===== config.mk =====
export PLATFORM = sky130hd
export DESIGN_NAME = plrsc_cell
export DESIGN_NICKNAME = d
export VERILOG_FILES = /design/src/rtl/core/plrsc_pkg.sv /design/src/rtl/core/plrsc_cell.sv
export SDC_FILE = /design/constraint.sdc
export NUM_CORES = 1
export LEC_CHECK = 0
export BUFFER_PORTS_ARGS = -buffer_cell sky130_fd_sc_hd__buf_2
export CORE_ASPECT_RATIO = 0.5
export CORE_MARGIN = 5
export CORE_UTILIZATION = 40
export CTS_CLUSTER_DIAMETER = 30
export DETAILED_ROUTE_END_ITERATION = 10
export PLACE_DENSITY = 0.81
export SYNTH_ARGS = -nofsm -noshare
export SYNTH_HDL_FRONTEND = slang
export SYNTH_SLANG_ARGS = --single-unit

===== constraint.sdc =====
create_clock -name clk -period 12.32 [get_ports clk]
set_input_delay 2.464 -clock clk [delete_from_list [all_inputs] [get_ports clk]]
set_output_delay 2.464 -clock clk [all_outputs]
set_load 0.03 [all_outputs]

===== src/rtl/core/plrsc_pkg.sv =====
`timescale 1ns / 1ps
// ----------------------------------------------------------------------------
// plrsc_pkg: shared types and constants for the pinned LRU region slot cache
// Commands, status codes, cell control and cell report structs.
// ----------------------------------------------------------------------------
package plrsc_pkg;

	localparam int SLOTS   = 16;
	localparam int SLOT_W  = 4;
	localparam int CNT_W   = 5;
	localparam int KEY_W   = 48;
	localparam int STAMP_W = 64;
	localparam int BATCH_W = 32;

	typedef enum logic [2:0] {
		CMD_ALLOCATE    = 3'd0,
		CMD_UPLOAD      = 3'd1,
		CMD_TOUCH_KEY   = 3'd2,
		CMD_TOUCH_BATCH = 3'd3,
		CMD_LOOKUP      = 3'd4,
		CMD_CLEAR       = 3'd5
	} cmd_t;

	localparam logic [1:0] ST_HIT      = 2'd0;
	localparam logic [1:0] ST_NEW      = 2'd1;
	localparam logic [1:0] ST_FULL     = 2'd2;
	localparam logic [1:0] ST_NOTFOUND = 2'd3;

	localparam logic [7:0] REG_SLOTS_IN_USE = 8'd0;

	// Broadcast from the controller to every cell.
	typedef struct packed {
		logic               upd_hit;    // update the hit cell
		logic               upd_batch;  // restamp cells whose tag matches
		logic               wr_new;     // write a new entry into wr_slot
		logic [SLOT_W-1:0]  wr_slot;
		logic               set_batch;  // hit: overwrite batch tag
		logic               set_dirty;  // hit: or dirty
		logic               set_pres;   // hit: set present
		logic               new_pres;
		logic               new_dirty;
		logic [STAMP_W-1:0] stamp;
		logic [KEY_W-1:0]   key;
		logic [BATCH_W-1:0] batch;
	} cell_ctl_t;

	// Running victim search handed from cell to cell.
	typedef struct packed {
		logic               found;
		logic [SLOT_W-1:0]  idx;
		logic [STAMP_W-1:0] stamp;
	} vict_t;

endpackage


===== src/rtl/core/plrsc_cell.sv =====
`timescale 1ns / 1ps
// ----------------------------------------------------------------------------
// plrsc_cell: one cache slot
// Holds key, stamp, batch tag and marks; compares the key and folds itself
// into the victim search, which moves one cell per cycle along the chain.
// ----------------------------------------------------------------------------
module plrsc_cell import plrsc_pkg::*; (
	input  logic               clk,
	input  logic [SLOT_W-1:0]  idx,
	input  logic               valid,      // slot below fill count
	input  logic [KEY_W-1:0]   key,
	input  logic [BATCH_W-1:0] bm,
	input  cell_ctl_t          ctl,
	input  logic               hit_sel,    // this cell is the chosen hit
	input  vict_t              vin,
	output vict_t              vout,
	output logic               match,
	output logic [KEY_W-1:0]   key_o,
	output logic               pres_o,
	output logic               dirty_o
);

	logic [KEY_W-1:0]   key_q;
	logic [STAMP_W-1:0] stamp_q;
	logic [BATCH_W-1:0] batch_q;
	logic               pres_q;
	logic               dirty_q;
	logic               pinned;
	vict_t              vnext;
	vict_t              vout_q;

	assign match   = valid && (key_q == key);
	assign key_o   = key_q;
	assign pres_o  = pres_q;
	assign dirty_o = dirty_q;
	assign pinned  = (bm != '0) && (batch_q == bm);
	assign vout    = vout_q;

	// Keep the older unpinned candidate; earlier cells win ties.
	always_comb begin
		vnext = vin;
		if (valid && !pinned && (!vin.found || stamp_q < vin.stamp)) begin
			vnext.found = 1'b1;
			vnext.idx   = idx;
			vnext.stamp = stamp_q;
		end
	end

	// Hand the running candidate to the next cell.
	always_ff @(posedge clk) begin
		vout_q <= vnext;
	end

	// Update the slot contents.
	always_ff @(posedge clk) begin
		if (ctl.wr_new && ctl.wr_slot == idx) begin
			key_q   <= ctl.key;
			stamp_q <= ctl.stamp;
			batch_q <= ctl.batch;
			pres_q  <= ctl.new_pres;
			dirty_q <= ctl.new_dirty;
		end else if (ctl.upd_hit && hit_sel) begin
			stamp_q <= ctl.stamp;
			if (ctl.set_batch) batch_q <= ctl.batch;
			if (ctl.set_dirty) dirty_q <= 1'b1;
			if (ctl.set_pres)  pres_q  <= 1'b1;
		end else if (ctl.upd_batch && valid && batch_q == ctl.batch) begin
			stamp_q <= ctl.stamp;
		end
	end

endmodule


== After elaboration in Yosys (flattened, before gate mapping) ==
Cells that the tools add are included.

* Magnitude comparators: 1
* Mux-type cells: 13
* Equality and inequality tests: 4
* Reductions and logical operators: 20

{| class="wikitable"
|+ Operator list
! operator !! number
|-
| $mux 64 || 3
|-
| $mux 32 || 3
|-
| $mux 68 || 1
|-
| $eq 32x32->1 || 2
|-
| $lt 64x64->1 || 1
|-
| $eq 48x48->1 || 1
|-
| $reduce_bool 32->1 || 1
|-
| $logic_and 1x1->1 || 8
|-
| $reduce_bool 2->1 || 4
|-
| $mux 1 || 6
|-
| $reduce_and 2->1 || 3
|-
| $eq 4x4->1 || 1
|-
| $reduce_bool 3->1 || 1
|-
| $logic_not 1->1 || 2
|-
| $logic_or 1x1->1 || 1
|}

* Bits in registers: 215
* Word-level logic and storage cells: 46
* Output and inout bits: 120

== Depth between registers and ports, before layout ==
Gate-level depths: netlist of run 1.

* Depth after elaboration: 6
* Depth in mapped cells: 11

== Least setup slack after synthesis of run 1 ==
OpenSTA, ideal clock, no wires.

* Kind: input-to-reg
* From: in idx[3]
* To: reg stamp_q[0] (enable)
* Path slack: 2.292 ns
* Setup time: 0.428 ns
* Cell stages on the path: 3
* Data arrival time: 9.599 ns
* Path buffers: 0
* Data required time: 11.892 ns
* Cells stage by stage: xor2_1 -> nor4_1 -> a221o_1

* Cells in the longest elaborated chain, start to end: 3

{| class="wikitable"
|+ Ends and longest elaborated chain
! what !! line !! text
|-
| start: declaration || plrsc_cell.sv:9 || <nowiki>input logic [SLOT_W-1:0] idx,</nowiki>
|-
| $eq 4x4->1 || plrsc_cell.sv:56 || <nowiki>if (ctl.wr_new && ctl.wr_slot == idx) begin</nowiki>
|-
| $logic_and 1x1->1 || plrsc_cell.sv:56 ||
|-
| $reduce_bool 3->1 (no line) || -- ||
|-
| end signal: assignment || plrsc_cell.sv:58 || <nowiki>stamp_q <= ctl.stamp;</nowiki>
|-
| end signal: assignment || plrsc_cell.sv:63 || <nowiki>stamp_q <= ctl.stamp;</nowiki>
|-
| end signal: assignment || plrsc_cell.sv:68 || <nowiki>stamp_q <= ctl.stamp;</nowiki>
|-
| end: declaration || plrsc_cell.sv:24 || <nowiki>logic [STAMP_W-1:0] stamp_q;</nowiki>
|}

Every way passes these cells.
A chain may end at the register's enable or synchronous reset.

== Final worst setup path of run 1 ==
* From: in key[40]
* To: out match

* Cells in the longest elaborated chain, start to end: 2

{| class="wikitable"
|+ Ends and longest elaborated chain
! what !! line !! text
|-
| start: declaration || plrsc_cell.sv:11 || <nowiki>input logic [KEY_W-1:0] key,</nowiki>
|-
| $eq 48x48->1 || plrsc_cell.sv:32 || <nowiki>assign match = valid && (key_q == key);</nowiki>
|-
| $logic_and 1x1->1 || plrsc_cell.sv:32 ||
|-
| end: declaration || plrsc_cell.sv:17 || <nowiki>output logic match,</nowiki>
|}

Every way passes these cells.

==> results of run 1 <==
[cell usage in the layout, fill, tap and decap left out, types with 2 or more instances in the layout]
| cell type | n |
|---|---|
| ha_1 | 63 |
| buf_4 | 2 |
| clkinvlp_4 | 3 |
| clkinv_4 | 4 |
| diode_2 | 6 |
| clkbuf_16 | 37 |
| o211ai_1 | 2 |
| nand3_1 | 7 |
| a21o_1 | 8 |
| o21ai_1 | 2 |
| edfxtp_1 | 146 |
| a21oi_1 | 25 |
| a211oi_1 | 4 |
| a21boi_0 | 2 |
| mux2_1 | 20 |
| inv_1 | 69 |
| and4_1 | 3 |
| o21ai_0 | 8 |
| xor2_1 | 71 |
| buf_2 | 431 |
| nor4_1 | 31 |
| nand2_1 | 8 |
| xnor2_1 | 40 |
| clkinv_2 | 2 |
| nor2_1 | 5 |
| o22ai_1 | 2 |
| nor3_1 | 2 |
| inv_8 | 3 |
| nand4_1 | 28 |
| mux2_2 | 48 |
| a31o_2 | 3 |
| clkinv_8 | 2 |
| dfxtp_1 | 69 |
| inv_6 | 8 |
| bufinv_16 | 3 |
| nand2b_1 | 4 |
[synthesized netlist by cell type (2+ instances only)]
cell type | n | area [um^2]
nand4_1 | 28 | 175
nor3_1 | 2 | 10.0
a31o_2 | 3 | 26.3
o211ai_1 | 2 | 15.0
buf_4 | 4 | 30.0
edfxtp_1 | 146 | 4380
nor2_1 | 5 | 18.8
and4_1 | 3 | 26.3
xor2_1 | 71 | 622
o21ai_0 | 8 | 40.0
nand2b_1 | 4 | 25.0
mux2_1 | 20 | 225
dfxtp_1 | 69 | 1380
a21o_1 | 8 | 60.1
a211oi_1 | 4 | 30.0
a21boi_0 | 2 | 15.0
o21ai_1 | 2 | 10.0
mux2_2 | 48 | 541
o22ai_1 | 2 | 12.5
ha_1 | 63 | 788
xnor2_1 | 40 | 350
nor4_1 | 32 | 200
buf_6 | 3 | 33.8
nand2_1 | 8 | 30.0
nand3_1 | 7 | 35.0
inv_1 | 69 | 259
a21oi_1 | 25 | 125
[critical path, stage by stage]
cell	delay (ps)
buf_2	100
xnor2_1	160
nand4_1	130
nor4_1	420
nand3_1	170
nor4_1	250
buf_2	250
[stage by stage]
| stage | total power, mW | area, um^2 | setup slack, ps | utilization, % | std cells |
|---|---|---|---|---|---|
| 2_1_floorplan | 1.06 | 9590 | 2290 | - | 690 |
| 3_3_place_gp | 1.18 | 12100 | 5900 | 50.9 | 1431 |
| 3_5_place_dp | 1.19 | 12100 | 5900 | 50.9 | 1431 |
| 4_1_cts | 2.22 | 13400 | 5890 | 56.2 | 1496 |
| 5_1_grt | 2.29 | 13400 | 5800 | 56.2 | 1502 |
| 6_report | 2.20 | 13400 | 5900 | 56.2 | 1502 |
[routing by layer]
metal	track usage [%]	vias to the layer above
met2	39.0	232
met4	6.90	0
met5	0	-
met3	4.66	54
met1	26.3	3617
li1	-	3497
[path summary, 6_finish.rpt]
check              startpoint  endpoint  slack, ps  cells past startpoint
setup / recovery      key[40]     match       5900                      7
setup reg to reg  stamp_q[51]  vout[44]       8220                      9
hold reg to reg   stamp_q[39]  vout[39]        490                      1
hold / removal    stamp_q[39]  vout[39]        490                      1
[layout make-up]
cell class	count	area, um^2	share of cell area (%)
Sequential cell	215	5770	43.1
Clock buffer	39	943	7.06
Timing Repair Buffer	433	2170	16.2
Clock inverter	26	298	2.23
Inverter	69	259	1.94
Antenna cell	6	15.0	0.112
Multi-Input combinational cell	399	3520	26.3
Tap cell	315	394	2.95
[cells by family after synthesis]
group | Yosys count
muxes | 68
buffers and inverters | 76
xor gates and xnor gates | 111
adders and majority gates | 63
AOI/OAI and AO/OA | 65
DFF | 215
and+or+nand+nor | 92
[where the power goes]
part,total (mW),internal [mW],switching [mW],leakage (nW)
combinational,0.310,0.127,0.183,3.45
sequential,0.868,0.836,0.0314,1.94
clock,1.02,0.636,0.384,0.601
total,2.20,1.60,0.598,5.99
[sequential cells by signal, summed over array words and instances (netlist names)]
signal / cells
key_o: 48
vout: 69
pres_o: 1
dirty_o: 1
stamp_q: 64
batch_q: 32
==> out/results.tsv, run 1 <==
stage	metric	value	unit
outcome	run_status	finished, final reports clean	
worst_setup_path	arrival	3960	ps
yosys	syn_inst	690	
floorplan	num_io_pins	432	
floorplan	die_h	119	um
power_and_ir_drop	irDropWorstVdd	0.0817	mV
sta	fin_skew	19.0	ps
cts	htree_num_levels	2	
sta	worst_pin_slew	975	ps
yosys	syn-num-nets	1065	
yosys	synthArstFlopShare	0	%
placed_design	gp_congestion	0.914	
floorplan	die_area	0.0274	mm^2
yosys	synth-edff-count	146	
sta	fin_hold_ws	493	ps
yosys	syn-cell-area	0.00959	mm^2
cells_and_area	areaGrowthSynthToFinish	39.4	%
sta	finalHoldViolCount	0	
yosys	synth_compound_area_share	4.47	%
cells_and_area	fill_cells	2003	
route	wl	31500	um
sta	post-route-period-util	52.1	%
sta	period_minus_slack	6420	ps
floorplan	rows	40	
worst_setup_path	worstPathRequired	9860	ps
sta	relSlewSlack	34.5	%
yosys	yosysUniqueCellTypes	39	
global_route	grt_start_max_net_pins	65	
cts	clock_path_buffers	3	
cts	ctsResizeCount	0	
route	vias_per_cell	4.93	
cts	path_clk_slew	50	ps
route	drc	0	
cts	cts_tree	built	
route	wl_per_cell	21.0	um
worst_setup_path	crit_fanout	1	
yosys	ys.flop_type	edfxtp_1	
worst_setup_path	critPathLaunchType	input pin	
power_and_ir_drop	p_leak	5.99	nW
placed_design	portBuffers	431	
route	met2_length	16500	um
yosys	synth_mux_area_share	7.98	%
route	topRoutingLayerUsed	met4	
yosys	syn_avg_cell_area	13.9	um^2
floorplan	core-area	0.0238	mm^2
sta	final.setup.tns	0	ps
floorplan	start_util	40.3	%
yosys	synth_top_family_by_area	XOR/XNOR gates	
power_and_ir_drop	powerDensity	164	mW/mm^2
route	drtIter0Drc	548	
global_route	grt_usage	21.7	%
cts	post-cts-setup-buffers	0	
sta	drv_slew	0	
yosys	synth-seq-area-share	60.1	%
yosys	ys_warn_count	0	
min_path	min_path_type	register to register	
cts	cts-buffers-inserted	36	
route	vias	7400	
worst_setup_path	end_kind	primary output	
route	wl_met1	12800	um
cts	cts.sinks	215	
floorplan	fp.dieW	229	um
cts	hold_buffers	0	
cells_and_area	drive_gt1_share	46.6	%
cells_and_area	fin_nets	1529	
flow_run	drv_cap	0	
sta	rsz0062_at_grt	no	
yosys	synth_adder_area_share	8.22	%
yosys	synthSimpleGateAreaFrac	5.71	%
worst_setup_path	crit_type	input pin to primary output	
global_route	grt_pass1_vias	7910	
global_route	antenna_found_initial	6	
sta	setup_viol	0	
sta	clock.fmax	0.156	GHz
route	wl_met3	1400	um
global_route	overflow	0	
placed_design	dp_hpwl	25100	um
global_route	grt_pass1_wl	46200	um
route	drtAntennaViolNets	0	
cts	cts_root_buf	clkbuf_16	
yosys	synth_xor_area_share	10.1	%
yosys	ys_seq_elements	215	
route	firstDrtPassIters	5	
cts	worstSkewPairLatency	510	ps
Power figures use the tool's default switching activity.
==> run 2: changes to the inputs <==
- clock period: 12.32 -> 6.5 ns (I/O delays scaled with it)
==> run 2 against run 1 <==
Against the previous run: register-to-register slack got worse by 5300 ps; utilization up 0.41 points; global-route usage is 0.27 points lower; worst setup slack got worse by 3500 ps; critical path depth grew 4.
==> out/results.tsv, run 2 (same netlist as run 1, synthesis figures left out) <==
stage	metric	value	unit	change
cells_and_area	seq_area	0.00577	mm^2	unchanged
cells_and_area	fin_util	56.6	%	+0.41 points
cts	path_clk_slew	50	ps	about the same
worst_setup_path	ff2ff_setup_slack	2970	ps	-5250 ps
worst_setup_path	crit_type	input pin to register		
sta	clock.fmax	0.247	GHz	
floorplan	num_io_pins	432		unchanged
worst_setup_path	crit_fanout	39		+38
placed_design	dpl_cell_area	0.0121	mm^2	+0.20%
worst_setup_path	critPathLaunchType	input pin		
placed_design	dp_cells	1433		+0.14%
min_path	min_path_type	register to register		
cts	post-cts-setup-buffers	0		unchanged
placed_design	dp_hpwl	25000	um	-0.58%
cts	worstSkewPairLatency	500	ps	about the same
cts	cts-buffers-inserted	38		+5.6%
placed_design	gp_congestion	0.923		+1.1%
cells_and_area	layout_common_cells	431 x buf_2, 146 x edfxtp_1, 71 x xor2_1		
route	drtIter0Drc	442		-19%
sta	relSlewSlack	27.9	%	-6.6 points
cts	clock_path_buffers	3		unchanged
global_route	grt_usage	21.4	%	-0.27 points
route	vias_per_cell	4.91		-0.31%
floorplan	die_h	119	um	unchanged
sta	post-route-period-util	62.4	%	
sta	period_minus_slack	4060	ps	
route	drc	0		unchanged
worst_setup_path	end_kind	register		
cells_and_area	drive_gt1_share	46.3	%	-0.27 points
cells_and_area	largest_register_ffs	69		unchanged
flow_run	drv_cap	0		unchanged
outcome	run_status	finished, final reports clean		
cts	htree_num_levels	2		unchanged
global_route	antenna_found_initial	11		+5
route	firstDrtPassIters	5		unchanged
cells_and_area	areaGrowthSynthToFinish	40.4	%	
floorplan	fp.dieW	229	um	unchanged
route	wl_per_cell	20.5	um	-2.2%
global_route	grt_start_max_net_pins	65		unchanged
cells_and_area	multiInputGateArea	0.00353	mm^2	+0.25%
power_and_ir_drop	irDropWorstVdd	0.179	mV	+120%
floorplan	start_util	40.3	%	unchanged
route	vias	7431		+0.42%
floorplan	core-area	0.0238	mm^2	unchanged
route	wl	31000	um	-1.5%
floorplan	rows	40		unchanged
placed_design	portBuffers	431		unchanged
sta	final.setup.tns	0	ps	unchanged
global_route	grt_pass1_wl	45600	um	-1.3%
cts	cts.sinks	215		unchanged
power_and_ir_drop	p_leak	6.05	nW	+1.0%
worst_setup_path	arrival	4430	ps	+470 ps
power_and_ir_drop	total_power	4.23	mW	+93%
worst_setup_path	worstPathRequired	6870	ps	-2990 ps
sta	finalHoldViolCount	0		unchanged
sta	fin_skew	19.4	ps	+0.372 ps
sta	drv_slew	0		unchanged
sta	worst_pin_slew	1070	ps	+98.6 ps
cells_and_area	design_area	0.0135	mm^2	+0.72%
cells_and_area	fin_nets	1533		+0.26%
cts	ctsResizeCount	0		unchanged
power_and_ir_drop	powerDensity	314	mW/mm^2	+91%
global_route	grt_pass1_vias	7968		+0.73%
cts	cts_root_buf	clkbuf_16		
cells_and_area	fill_cells	1967		-1.8%
sta	rsz0062_at_grt	no		
cells_and_area	final_common_cell	buf_2		
global_route	overflow	0		unchanged
cts	hold_buffers	0		unchanged
sta	setup_viol	0		unchanged
floorplan	die_area	0.0274	mm^2	unchanged
route	drtAntennaViolNets	0		unchanged
cts	cts_tree	built		
cells_and_area	fin_cells	1513		+0.73%
-- run 2: changes by cell type in the layout (fill, tap and decap cells not counted), moves of 4 or more --
| cell | delta |
|---|---|
| clkinv_4 | -4 |
| clkinv_2 | +7 |
| clkbuf_1 | +7 |
| clkbuf_8 | +4 |
| inv_6 | -7 |
| diode_2 | +4 |
| clkbuf_16 | +5 |
-- run 2: final timing paths --
path	startpoint	end	cells after the start
worst max-delay path	vin[51]	vout[3]	11
worst min register to register	stamp_q[63]	vout[63]	1
worst max register to register	stamp_q[51]	vout[3]	9
worst min-delay path	stamp_q[63]	vout[63]	1
-- run 2: critical path, cell delays in order --
cell       delay (ps)
buf_2              90
inv_1              40
ha_1              320
a21oi_1           170
o21a_1            160
o211ai_1           80
a2111oi_0         690
o211ai_1          280
a221oi_4          350
buf_4             500
mux2_2            420
-- run 2: stage by stage --
| step | hold slack, ps | setup WS (ps) |
|---|---|---|
| 3_3_place_gp | 477 | 2260 |
| 6_report | 495 | 2440 |
| 2_1_floorplan | 464 | 1110 |
| 5_1_grt | 512 | 2250 |
| 4_1_cts | 496 | 2420 |
| 3_5_place_dp | 485 | 1990 |
-- run 2: layout make-up --
| cell class | count | share of cell area, % |
|---|---|---|
| antenna | 10 | 0.186 |
| inverter | 69 | 1.92 |
| clock buffer | 55 | 8.54 |
| sequential | 215 | 42.8 |
| clock inverter | 15 | 1.14 |
| timing repair buffer | 435 | 16.2 |
| tap | 315 | 2.93 |
| multi-input combinational | 399 | 26.2 |
-- run 2: where the power goes --
| part | switching, mW | total, mW | internal (mW) |
|---|---|---|---|
| logic | 0.350 | 0.594 | 0.243 |
| registers | 0.0581 | 1.65 | 1.59 |
| clock network | 0.649 | 1.99 | 1.34 |
| total | 1.06 | 4.23 | 3.17 |
-- run 2: metal layers --
| layer | part of all wire, % | global-route usage [%] | routed length (um) |
|---|---|---|---|
| met1 | 39 | 25.2 | 12100 |
| met5 | 0.035 | 0 | 11 |
| met4 | 3.1 | 8.86 | 977 |
| met2 | 52 | 37.4 | 16200 |
| met3 | 5.8 | 5.86 | 1800 |
